$ cat src/hw/rtl/ship_rrip_replacement_defines.svh
// Assertion macros shared by the replacement engine.
`ifndef SHIP_RRIP_REPLACEMENT_DEFINES_SVH
`define SHIP_RRIP_REPLACEMENT_DEFINES_SVH

`ifndef ASSERT_OFF
`define SHIP_ASSERT_IMPLIES(label, ck, rs, pre, post) \
  label: assert property (@(posedge ck) disable iff (rs) (pre) |-> (post)) \
    else $error("assertion failed");
`define SHIP_ASSERT_NEXT(label, ck, rs, pre, post) \
  label: assert property (@(posedge ck) disable iff (rs) (pre) |=> (post)) \
    else $error("assertion failed");
`else
`define SHIP_ASSERT_IMPLIES(label, ck, rs, pre, post)
`define SHIP_ASSERT_NEXT(label, ck, rs, pre, post)
`endif

`endif

$ cat src/hw/rtl/ship_pkg.sv
package ship_pkg;

  localparam int SET_COUNT   = 2048;
  localparam int SET_W       = 11;
  localparam int WAY_IDX_W   = 4;
  localparam int ADDR_W      = 64;
  localparam int PC_SHIFT    = 2;
  localparam int PADDR_SHIFT = 12;
  localparam int CTR_W       = 2;

  localparam logic [CTR_W-1:0] CTR_TOP   = 2'd3;
  localparam logic [CTR_W-1:0] CTR_START = 2'd1;
  localparam logic [CTR_W-1:0] CTR_ZERO  = 2'd0;

  localparam logic CMD_QUERY  = 1'b0;
  localparam logic CMD_UPDATE = 1'b1;

  typedef struct packed {
    logic clear;
    logic latch;
    logic rd_row;
    logic scan;
    logic age_wr;
    logic rd_ctr;
    logic upd_wr;
    logic out_load;
  } ship_cmd_t;

  typedef struct packed {
    logic clear_done;
    logic is_query;
    logic way_ok;
    logic out_free;
  } ship_stat_t;

endpackage

$ cat src/hw/rtl/ship_ctrl.sv
`include "ship_rrip_replacement_defines.svh"

module ship_ctrl (
  input  logic                clk,
  input  logic                rst,
  input  logic                req_valid,
  input  ship_pkg::ship_stat_t stat,
  output logic                ready,
  output ship_pkg::ship_cmd_t  cmd
);

  typedef enum logic [6:0] {
    S_CLEAR  = 7'b0000001,
    S_IDLE   = 7'b0000010,
    S_RD_ROW = 7'b0000100,
    S_SCAN   = 7'b0001000,
    S_AGE    = 7'b0010000,
    S_RD_CTR = 7'b0100000,
    S_UPD    = 7'b1000000
  } state_t;

  state_t state;
  state_t state_next;

  always_ff @(posedge clk) begin
    if (rst) begin
      state <= S_CLEAR;
    end else begin
      state <= state_next;
    end
  end

  always_comb begin
    state_next = state;
    cmd        = '0;
    ready      = 1'b0;
    unique case (state)
      S_CLEAR: begin
        cmd.clear = 1'b1;
        if (stat.clear_done) begin
          state_next = S_IDLE;
        end
      end
      S_IDLE: begin
        ready     = 1'b1;
        cmd.latch = req_valid;
        if (req_valid) begin
          state_next = S_RD_ROW;
        end
      end
      S_RD_ROW: begin
        cmd.rd_row = 1'b1;
        if (stat.is_query) begin
          state_next = S_SCAN;
        end else if (stat.way_ok) begin
          state_next = S_RD_CTR;
        end else begin
          state_next = S_IDLE;
        end
      end
      S_SCAN: begin
        cmd.scan   = 1'b1;
        state_next = S_AGE;
      end
      S_AGE: begin
        if (stat.out_free) begin
          cmd.age_wr   = 1'b1;
          cmd.out_load = 1'b1;
          state_next   = S_IDLE;
        end
      end
      S_RD_CTR: begin
        cmd.rd_ctr = 1'b1;
        state_next = S_UPD;
      end
      S_UPD: begin
        cmd.upd_wr = 1'b1;
        state_next = S_IDLE;
      end
      default: begin
        state_next = S_CLEAR;
      end
    endcase
  end

  `SHIP_ASSERT_NEXT(a_rst_to_clear, clk, 1'b0, rst, state == S_CLEAR)
  `SHIP_ASSERT_IMPLIES(a_load_when_free, clk, rst, cmd.out_load, stat.out_free)
  `SHIP_ASSERT_NEXT(a_accept_reads_row, clk, rst, req_valid && ready, state == S_RD_ROW)

endmodule

$ cat config.mk
export PLATFORM = sky130hd
export DESIGN_NAME = ship_ctrl
export DESIGN_NICKNAME = d
export VERILOG_FILES = /design/src/hw/rtl/ship_pkg.sv /design/src/hw/rtl/ship_ctrl.sv
export VERILOG_INCLUDE_DIRS = /design/src /design/src/hw/rtl
export SDC_FILE = /design/constraint.sdc
export NUM_CORES = 1
export LEC_CHECK = 0
export ABC_AREA = 0
export BUFFER_PORTS_ARGS = -buffer_cell sky130_fd_sc_hd__clkbuf_2
export CAP_MARGIN = 20
export CORE_AREA = 3 3 40 42
export CTS_BUF_LIST = sky130_fd_sc_hd__clkbuf_4
export CTS_CLUSTER_DIAMETER = 200
export DETAILED_ROUTE_END_ITERATION = 10
export DIE_AREA = 0 0 43 45
export GPL_TIMING_DRIVEN = 0
export PLACE_DENSITY_LB_ADDON = 0.2
export SYNTH_ARGS = -nofsm -noshare
export SYNTH_HDL_FRONTEND = slang
export SYNTH_SLANG_ARGS = --single-unit
$ cat constraint.sdc
create_clock -name clk -period 1.6 [get_ports clk]
set_clock_uncertainty 0.05 [all_clocks]
set_input_delay 0.16 -clock clk [delete_from_list [all_inputs] [get_ports clk]]
set_output_delay 0.16 -clock clk [all_outputs]
set_load 0.01 [all_outputs]
==> run summary, run 1 <==
SETUP PATH
---------------------------------------------------------------------------------------
Crit path max-delay family                                                 simple AND/OR/NAND/NOR gates
Critical-path top delay cell                                                      or4_4
Cell depth of the worst flop-to-flop path                                             4
Bufs and invs on worst path                                                           1
Critical path arrival                                                           1600 ps
Startpoint Class                                                                   flop
Reg-to-Reg Start                                                               state[6]
Reg2reg end                                                                    state[6]
Ordered list of cells on the worst path                                    or2_1 > or4_4 > nor3b_4 > buf_2
FF-to-FF setup slack                                                             160 ps
Required @ worst endpoint                                                       1390 ps
Endpoint class of the critical path                                          output pin
Setup Crit Path Kind                                                            reg2out
Biggest cell delay along the critical path                                       450 ps
Largest fanout on the critical path                                                   2

TIMING
---------------------------------------------------------------------------------------
Worst-case headroom to the max-slew limit                                         0.812
Final count of negative-setup-slack endpoints                                         5
Number of hold violations in the final report                                         0
Minimum period implied by the final worst setup slack                           1810 ps
Worst-case setup margin in the final layout                                     -205 ps
Share of the clock period used by the worst path                                   1.13
Setup repair after global routing missed its margin                                 yes
Hold slack final                                                                49.0 ps
Worst slew pin tran                                                              279 ps
F_max                                                                           554 MHz
Final slew viol count                                                                 0

CLOCK TREE
---------------------------------------------------------------------------------------
TritonCTS clock tree                                                               done
TritonCTS buffer count                                                                3
Clk pin slew, worst setup/hold paths                                              50 ps
Clock latency of the later-clocked register in the worst-skew pair               250 ps
Clock tree root driver cell                                                    clkbuf_4
H-Tree Level Count                                                                    1
Worst-case clock buffer depth                                                         2
Clock sink count                                                                      7

ROUTE
---------------------------------------------------------------------------------------
Average detailed-routed wire length per instance                                13.3 um
Number of violations reported at the end of detailed-routing iteration 0             14
First-pass iteration count of the detailed router                                     4
Top routing layer used                                                             met4
Detailed-route via count                                                            517
Aggregate routed wire length                                                    1.27 mm
Residual DRC count                                                                    0
ANT nets after route                                                                  0
Via-per-instance ratio                                                             5.44
Post-route met1 wirelength                                                       545 um
WL met2                                                                          600 um
WL met3                                                                          107 um

SYNTHESIS
---------------------------------------------------------------------------------------
Share of synthesized registers carrying an async set or reset                         0
Synthesized net count                                                                64
Fraction of synthesized cell area taken by the top area cell type                 0.301
Register area share after synthesis                                               0.301
Synthesis Warnings                                                                    0
Avg Inst Size Synth                                                            8.17 um2
Most area-consuming cells after synthesis                                  dfxtp_1 (30%), nor3b_1 (8.1%), nor2_1 (4.0%)
Cells after synthesis                                                                57
Cell type with the highest aggregate area in the netlist                        dfxtp_1
Count of flip-flops with a built-in enable after synthesis                            0
Most common cell in the netlist                                                 dfxtp_1
Cell area after technology mapping                                              465 um2
Dominant synthesized flop cell                                                  dfxtp_1
Leading cell types by count after synthesis                                dfxtp_1 (7), nor2_1 (5), nor3b_1 (5)
Number of distinct library cells after synthesis                                     30
Yosys reg bits                                                                        7

DIE
---------------------------------------------------------------------------------------
Initial Utilization                                                               0.362
I/O pin count                                                                        16
Number of placement rows                                                             13
Die Width                                                                         43 um
Core ar.                                                                       1280 um2
Die Footprint                                                                  1940 um2
Die Y                                                                             45 um

PWR
---------------------------------------------------------------------------------------
Static power due to leakage                                                    0.331 nW
Power per unit of standard cell area                                         937 nW/um2
Peak supply drop                                                               0.554 mV

HOLD PATH
---------------------------------------------------------------------------------------
Hold-critical path endpoint                                                    state[5]
Kind of path behind the tightest hold check                                      in2reg
Cells on Worst Hold Path                                                              2
Launch point of the worst hold path                                             stat[2]

CELLS AND AREA
---------------------------------------------------------------------------------------
Fraction of layout cells with a size suffix above 1                               0.550
Largest register FFs                                                                  7
Area Growth Syn to Fin                                                            50.8%
Largest registers in the final layout                                      state: 7 flops
Final Cell Area                                                                 702 um2
Largest reg by FF count                                                           state
Nets@finish                                                                          88
Ant diodes                                                                            0

PLACEMENT
---------------------------------------------------------------------------------------
Post-DP HPWL                                                                     792 um
Area post-placement                                                             559 um2
Final weighted congestion in routability-driven placement                         0.739
Count of port buffers added during placement                                         15

GLOBAL ROUTE
---------------------------------------------------------------------------------------
Vias in the first global route                                                      408
Global route overflow                                                                 0
Initial antenna violation count                                                       0
Total global-route track usage                                                    0.129
Wire length of the first global-routing pass                                    1.84 mm
Pin count of the biggest net entering global routing                                 11

OUTCOME
---------------------------------------------------------------------------------------
Status                                                                     finished with violations
Violations in the final reports                                            negative setup slack

FLOW RUN
---------------------------------------------------------------------------------------
Number of maximum-capacitance constraint violations                                   0

## kinds of logic (layout without fill, tap and decap cells)
logic type      count (synthesis)  after routing  share of synthesized area
buf+inv                         9             32                     0.0995
xor+xnor                        2              2                     0.0376
flops                           7              7                      0.301
simple gates                   28             28                      0.398
compound gates                 11             11                      0.164
## worst max-delay path by stage
stage,startpoint,cells past startpoint,slack [ps],endpoint
after global routing,state[6],4,-270,cmd[2]
after detailed placement,state[5],6,-80,cmd[6]
after floorplan,state[1],4,6,cmd[4]
final,state[6],4,-210,cmd[2]
after global placement,state[5],6,-40,cmd[6]
after CTS,state[6],4,-280,cmd[2]
## worst register-to-register path: stages (launching register included)
cell and delay (ps):
dfxtp_4 340, or2_1 230, or4_4 450, nor3b_4 180, nor2b_1 130
## what timing repair did
item	CTS	global route
setup endpoints to repair	10	10
buffers inserted	2	5
resized for setup	9	16
pin swaps	3	8
hold buffers	0	0
## layout by cell type (no fill, tap or decap), drive strengths merged
| cell | netlist | routed |
|---|---|---|
| or2 | 1 | 1 |
| o31a | 1 | 1 |
| xor2 | 2 | 2 |
| nor2 | 5 | 5 |
| dfxtp | 7 | 7 |
| nand4bb | 1 | 1 |
| buf | 3 | 13 |
| nor3 | 3 | 3 |
| o2111ai | 1 | 1 |
| a31oi | 1 | 1 |
| o21ai | 3 | 3 |
| nand4b | 1 | 1 |
| nor3b | 6 | 6 |
| inv | 4 | 4 |
| nor4b | 2 | 2 |
| and4 | 1 | 1 |
| clkbuf | 2 | 15 |
| o211ai | 2 | 2 |
| nor4 | 1 | 1 |
| nor2b | 2 | 2 |
| o32ai | 1 | 1 |
| a21oi | 1 | 1 |
| a41oi | 1 | 1 |
| or4 | 1 | 1 |
| nand2 | 2 | 2 |
| nand3 | 1 | 1 |
| and2 | 1 | 1 |
## per-stage QoR
step | total power, W | instances | utilization | setup TNS, ps | setup slack [ps]
CTS | 0.000626 | 91 | 0.485 | -1160 | -278
floorplan | 0.000377 | 57 | - | 0 | 6.37
global placement | 0.000436 | 87 | 0.435 | -75.2 | -42.6
detailed placement | 0.000437 | 87 | 0.435 | -163 | -81.6
finish | 0.000658 | 95 | 0.546 | -503 | -205
global route | 0.000705 | 95 | 0.546 | -975 | -269
## power by group
group	switching [W]	internal, W
Sequential	0.0000114	0.000192
Clock	0.0000635	0.000112
Combinational	0.000144	0.000135
Total	0.000219	0.000439
## routing by layer
layer / track usage / up-vias
li1: - / 255
met5: 0 / -
met1: 0.171 / 231
met4: 0.0723 / 0
met2: 0.186 / 29
met3: 0.0398 / 2
## cell type report
type	count	area, um2
Buffer	2	12.5
Clock buffer	4	30.0
Fill cell	120	583
Inverter	4	15.0
Multi-Input combinational cell	41	340
Sequential cell	7	158
Tap cell	15	18.8
Timing Repair Buffer	22	128
Power figures use the tool's default switching activity.
==> run 2: changes to the inputs <==
--- a/config.mk
+++ b/config.mk
@@ -17,2 +17,3 @@
 export GPL_TIMING_DRIVEN = 0
+export MAX_ROUTING_LAYER = met4
 export PLACE_DENSITY_LB_ADDON = 0.2
==> constraint.sdc (replaced) <==
create_clock -name clk -period 1.6 [get_ports clk]
set_clock_uncertainty 0.05 [all_clocks]
set_input_delay 0.08 -clock clk [delete_from_list [all_inputs] [get_ports clk]]
set_output_delay 0.08 -clock clk [all_outputs]
set_load 0.01 [all_outputs]
==> run summary, run 2 (synthesis results as in run 1) <==
OUTCOME
---------------------------------------------------------------------------------------
Status                                                                     finished with violations
Violations in the final reports                                            negative setup slack

DIE
---------------------------------------------------------------------------------------
I/O pin count                                                                        16
Initial Utilization                                                               0.362
Core ar.                                                                       1280 um2
Number of placement rows                                                             13
Die Y                                                                             45 um
Die Footprint                                                                  1940 um2
Die Width                                                                         43 um

PWR
---------------------------------------------------------------------------------------
Cell Int Power                                                               0.000423 W
Net Switching                                                                0.000206 W
Part of the total power dissipated in combinational logic                         0.394
Share of power burned in registers                                                0.328
Peak supply drop                                                               0.489 mV
Proportion of power drawn by the clock network                                    0.278
Static power due to leakage                                                    0.298 nW
Sw frac                                                                           0.327
Power per unit of standard cell area                                         971 nW/um2

CELLS AND AREA
---------------------------------------------------------------------------------------
Ant diodes                                                                            0
Commonest cells after routing, fill and taps aside                         clkbuf_2 (13), nor2_1 (5)
Area Growth Syn to Fin                                                            39.0%
Largest register FFs                                                                  7
Largest reg by FF count                                                           state
Leading cell type in the layout, fill and taps excluded                        clkbuf_2
Nets@finish                                                                          85
Sequential cell area                                                            150 um2
Fraction of layout cells with a size suffix above 1                               0.442
Final Util                                                                        0.503
Filler cells                                                                        126
Area of the multi-input gates                                                   313 um2
Largest registers in the final layout                                      state: 7 flops
Final cell count without fillers                                                     92

TIMING
---------------------------------------------------------------------------------------
Worst slew pin tran                                                              346 ps
F_max                                                                           577 MHz
Share of the clock period used by the worst path                                   1.08
Setup repair after global routing missed its margin                                 yes
Worst-case headroom to the max-slew limit                                         0.767
Final count of negative-setup-slack endpoints                                         3
Minimum period implied by the final worst setup slack                           1730 ps
Worst-case setup margin in the final layout                                     -134 ps
Final slew viol count                                                                 0
Number of hold violations in the final report                                         0
Sum of negative setup slack                                                     -329 ps

CLOCK TREE
---------------------------------------------------------------------------------------
Worst-case clock buffer depth                                                         2
Clock tree root driver cell                                                    clkbuf_4
TritonCTS clock tree                                                               done
H-Tree Level Count                                                                    1
TritonCTS buffer count                                                                3
Clock latency of the later-clocked register in the worst-skew pair               250 ps
Clk pin slew, worst setup/hold paths                                              50 ps
Clock sink count                                                                      7

SETUP PATH
---------------------------------------------------------------------------------------
Biggest cell delay along the critical path                                       450 ps
Largest fanout on the critical path                                                   2
Critical path arrival                                                           1600 ps
Startpoint Class                                                                   flop
Endpoint class of the critical path                                          output pin
Ordered list of cells on the worst path                                    or2_1 > or4_4 > nor3b_4 > buf_2
Setup Crit Path Kind                                                            reg2out
Critical-path top delay cell                                                      or4_4
Required @ worst endpoint                                                       1470 ps

GLOBAL ROUTE
---------------------------------------------------------------------------------------
Vias in the first global route                                                      405
Pin count of the biggest net entering global routing                                 11
Wire length of the first global-routing pass                                    1.80 mm
Initial antenna violation count                                                       0
Global route overflow                                                                 0
Total global-route track usage                                                    0.131

ROUTE
---------------------------------------------------------------------------------------
Via-per-instance ratio                                                             5.41
Number of violations reported at the end of detailed-routing iteration 0              5
Aggregate routed wire length                                                    1.12 mm
ANT nets after route                                                                  0
First-pass iteration count of the detailed router                                     4
Detailed-route via count                                                            498
Average detailed-routed wire length per instance                                12.2 um
Residual DRC count                                                                    0

PLACEMENT
---------------------------------------------------------------------------------------
Count of port buffers added during placement                                         15
Post-placement worst setup slack                                               -15.7 ps
Post-DP HPWL                                                                     792 um
Final weighted congestion in routability-driven placement                         0.748
Number of cells after detailed placement                                             87

FLOW RUN
---------------------------------------------------------------------------------------
Number of maximum-capacitance constraint violations                                   0

HOLD PATH
---------------------------------------------------------------------------------------
Kind of path behind the tightest hold check                                      in2reg

==> run 2: changes by cell type in the layout (fill, tap and decap cells not counted), moves of 2 or more <==
cell / delta
dfxtp_4: -2
clkbuf_2: +2
buf_2: -2
buf_4: -4
dfxtp_1: +2
==> run 2: power by group through the flow <==
stage          Sequential [W]  Clock [W]  Combinational (W)
2_1_floorplan        0.000202          0           0.000175
3_3_place_gp         0.000203          0           0.000233
3_5_place_dp         0.000203          0           0.000234
4_1_cts              0.000204   0.000184           0.000235
5_1_grt              0.000208   0.000200           0.000269
6_report             0.000206   0.000175           0.000248
==> run 2: per-layer routing <==
metal,share of wire,global-route usage,vias to the layer above
li1,-,-,251
met3,0.060,0.0398,2
met4,0.011,0.0723,0
met2,0.48,0.186,14
met5,0,-,-
met1,0.45,0.166,231
==> run 2: area by class of cell <==
class,instances,area share
plain buffers,2,0.0193
clock buffers,4,0.0464
inverters,4,0.0232
multi-input cells,41,0.484
flip-flops and latches,7,0.232
well taps,15,0.0290
repair buffers,19,0.166
==> run 2: worst paths after layout <==
check | startpoint | depth (start not counted) | slack [ps] | to
worst min register to register | state[2] | 2 | 610 | state[5]
worst max-delay path | state[6] | 4 | -130 | cmd[2]
worst min-delay path | req_valid | 2 | 8 | state[1]
worst max register to register | state[1] | 5 | 140 | state[1]
==> run 2: what timing repair did <==
item / in CTS / in global routing
resized for setup: 7 / 7
setup buffers: 2 / 1
endpoints found under the setup margin: 9 / 12
hold buffers: 1 / 0
pin swaps: 3 / 3
endpoints found under the hold margin: 1 / 0
==> run 2: critical path, delay by kind of cell, from the launching register on <==
kind                   cells  cell delay [ps]
buffers and inverters      1              150
flip-flops                 1              340
AND/OR/NAND/NOR            3              860
==> run 2: through the flow <==
| step | hold WS [ps] | area, um2 | total power, W |
|---|---|---|---|
| after floorplan | 102 | 465 | 0.000377 |
| after global placement | 229 | 559 | 0.000436 |
| after detailed placement | 233 | 559 | 0.000437 |
| after CTS | 0.439 | 626 | 0.000623 |
| after global routing | 9.04 | 647 | 0.000677 |
| final | 7.80 | 647 | 0.000628 |
==> run 3: changes to the inputs <==
Settings changed: HOLD_SLACK_MARGIN set to 0.1.
==> run summary, run 3 (synthesis results as in run 1) <==
CELLS AND AREA
---------------------------------------------------------------------------------------
Area Growth Syn to Fin                                                            45.4%
Largest register FFs                                                                  7
Largest reg by FF count                                                           state
Leading cell type in the layout, fill and taps excluded                        clkbuf_2
Commonest cells after routing, fill and taps aside                         clkbuf_2 (13), nor2_1 (5)
Final Util                                                                        0.527
Largest registers in the final layout                                      state: 7 flops
Fraction of layout cells with a size suffix above 1                               0.425
Nets@finish                                                                          88
Ant diodes                                                                            0

CLOCK TREE
---------------------------------------------------------------------------------------
Clock tree root driver cell                                                    clkbuf_4
TritonCTS clock tree                                                               done
TritonCTS buffer count                                                                3
Clock sink count                                                                      7
H-Tree Level Count                                                                    1
Clock latency of the later-clocked register in the worst-skew pair               240 ps
Worst-case clock buffer depth                                                         2
Clk pin slew, worst setup/hold paths                                              50 ps

SETUP PATH
---------------------------------------------------------------------------------------
Endpoint class of the critical path                                          output pin
Required @ worst endpoint                                                       1470 ps
Critical path arrival                                                           1600 ps
Startpoint Class                                                                   flop
Largest fanout on the critical path                                                   2
Critical-path top delay cell                                                      or4_4
Ordered list of cells on the worst path                                    or2_1 > or4_4 > nor3b_4 > buf_2
Setup Crit Path Kind                                                            reg2out
Biggest cell delay along the critical path                                       450 ps

TIMING
---------------------------------------------------------------------------------------
Share of the clock period used by the worst path                                   1.08
Number of hold violations in the final report                                         0
Final count of negative-setup-slack endpoints                                         3
Worst-case headroom to the max-slew limit                                         0.767
Setup repair after global routing missed its margin                                 yes
Minimum period implied by the final worst setup slack                           1730 ps
Sum of negative setup slack                                                     -328 ps
Worst-case setup margin in the final layout                                     -134 ps
Final slew viol count                                                                 0
Worst slew pin tran                                                              346 ps
F_max                                                                           577 MHz

GLOBAL ROUTE
---------------------------------------------------------------------------------------
Pin count of the biggest net entering global routing                                 11
Vias in the first global route                                                      428
Wire length of the first global-routing pass                                    1.88 mm
Initial antenna violation count                                                       0
Total global-route track usage                                                    0.137
Global route overflow                                                                 0

PLACEMENT
---------------------------------------------------------------------------------------
Count of port buffers added during placement                                         15
Post-placement worst setup slack                                               -15.7 ps
Post-DP HPWL                                                                     792 um
Final weighted congestion in routability-driven placement                         0.748

ROUTE
---------------------------------------------------------------------------------------
Residual DRC count                                                                    0
Number of violations reported at the end of detailed-routing iteration 0              5
Detailed-route via count                                                            513
Average detailed-routed wire length per instance                                12.2 um
Via-per-instance ratio                                                             5.40
Aggregate routed wire length                                                    1.16 mm
First-pass iteration count of the detailed router                                     4
ANT nets after route                                                                  0

OUTCOME
---------------------------------------------------------------------------------------
Violations in the final reports                                            negative setup slack
Status                                                                     finished with violations

DIE
---------------------------------------------------------------------------------------
Initial Utilization                                                               0.362
Number of placement rows                                                             13
Die Footprint                                                                  1940 um2
Die Y                                                                             45 um
Core ar.                                                                       1280 um2
Die Width                                                                         43 um
I/O pin count                                                                        16

PWR
---------------------------------------------------------------------------------------
Static power due to leakage                                                    0.311 nW
Peak supply drop                                                               0.497 mV
Power per unit of standard cell area                                         936 nW/um2

HOLD PATH
---------------------------------------------------------------------------------------
Kind of path behind the tightest hold check                                      in2reg

FLOW RUN
---------------------------------------------------------------------------------------
Number of maximum-capacitance constraint violations                                   0

[run 3: changes by cell type in the layout (fill, tap and decap cells not counted)]
cell | before | now
dlygate4sd3_1 | 1 | 4
[run 3: cell type report]
| type | count | area [um2] |
|---|---|---|
| tap | 15 | 18.8 |
| timing repair buffer | 22 | 138 |
| clock buffer | 4 | 30.0 |
| multi-input combinational | 41 | 313 |
| sequential | 7 | 150 |
| inverter | 4 | 15.0 |
| fill | 123 | 608 |
| buffer | 2 | 12.5 |
[run 3: repair_timing]
item | in CTS | in global routing
hold endpoints to repair | 6 | 0
resized for setup | 7 | 7
setup buffers | 2 | 1
pin swaps | 3 | 3
hold buffers | 4 | 0
setup endpoints to repair | 9 | 12
[run 3: worst max-delay path, delay by kind of cell (launching register included)]
family / cells / cell delay [ps]
buffers and inverters: 1 / 150
AND/OR/NAND/NOR: 3 / 860
flip-flops: 1 / 340
[run 3: worst paths after layout]
check	startpoint	end	slack, ps	cells past startpoint
min	stat[3]	state[0]	150	4
max	state[6]	cmd[2]	-130	4
min reg2reg	state[2]	state[5]	610	2
max reg2reg	state[1]	state[1]	140	5
[run 3: power by group]
group	switching, W	leakage, nW	internal, W	total, W
Clock	0.0000627	0.0184	0.000112	0.000175
Sequential	0.0000111	0.0594	0.000195	0.000206
Combinational	0.000132	0.233	0.000121	0.000253
[run 3: per-stage QoR]
step	total power [W]	area [um2]	instances	hold slack, ps
2_1_floorplan	0.000377	465	57	102
3_3_place_gp	0.000436	559	87	229
3_5_place_dp	0.000437	559	87	233
4_1_cts	0.000629	656	96	148
5_1_grt	0.000683	677	95	152
6_report	0.000634	677	95	153
[run 3: routing by layer]
| layer | vias to the layer above | routed length, um | track usage | part of all wire |
|---|---|---|---|---|
| met5 | - | 0 | - | 0 |
| met4 | 0 | 12 | 0.0723 | 0.010 |
| met3 | 2 | 68 | 0.0398 | 0.059 |
| met2 | 14 | 576 | 0.204 | 0.50 |
| met1 | 240 | 504 | 0.168 | 0.43 |
| li1 | 257 | - | - | - |
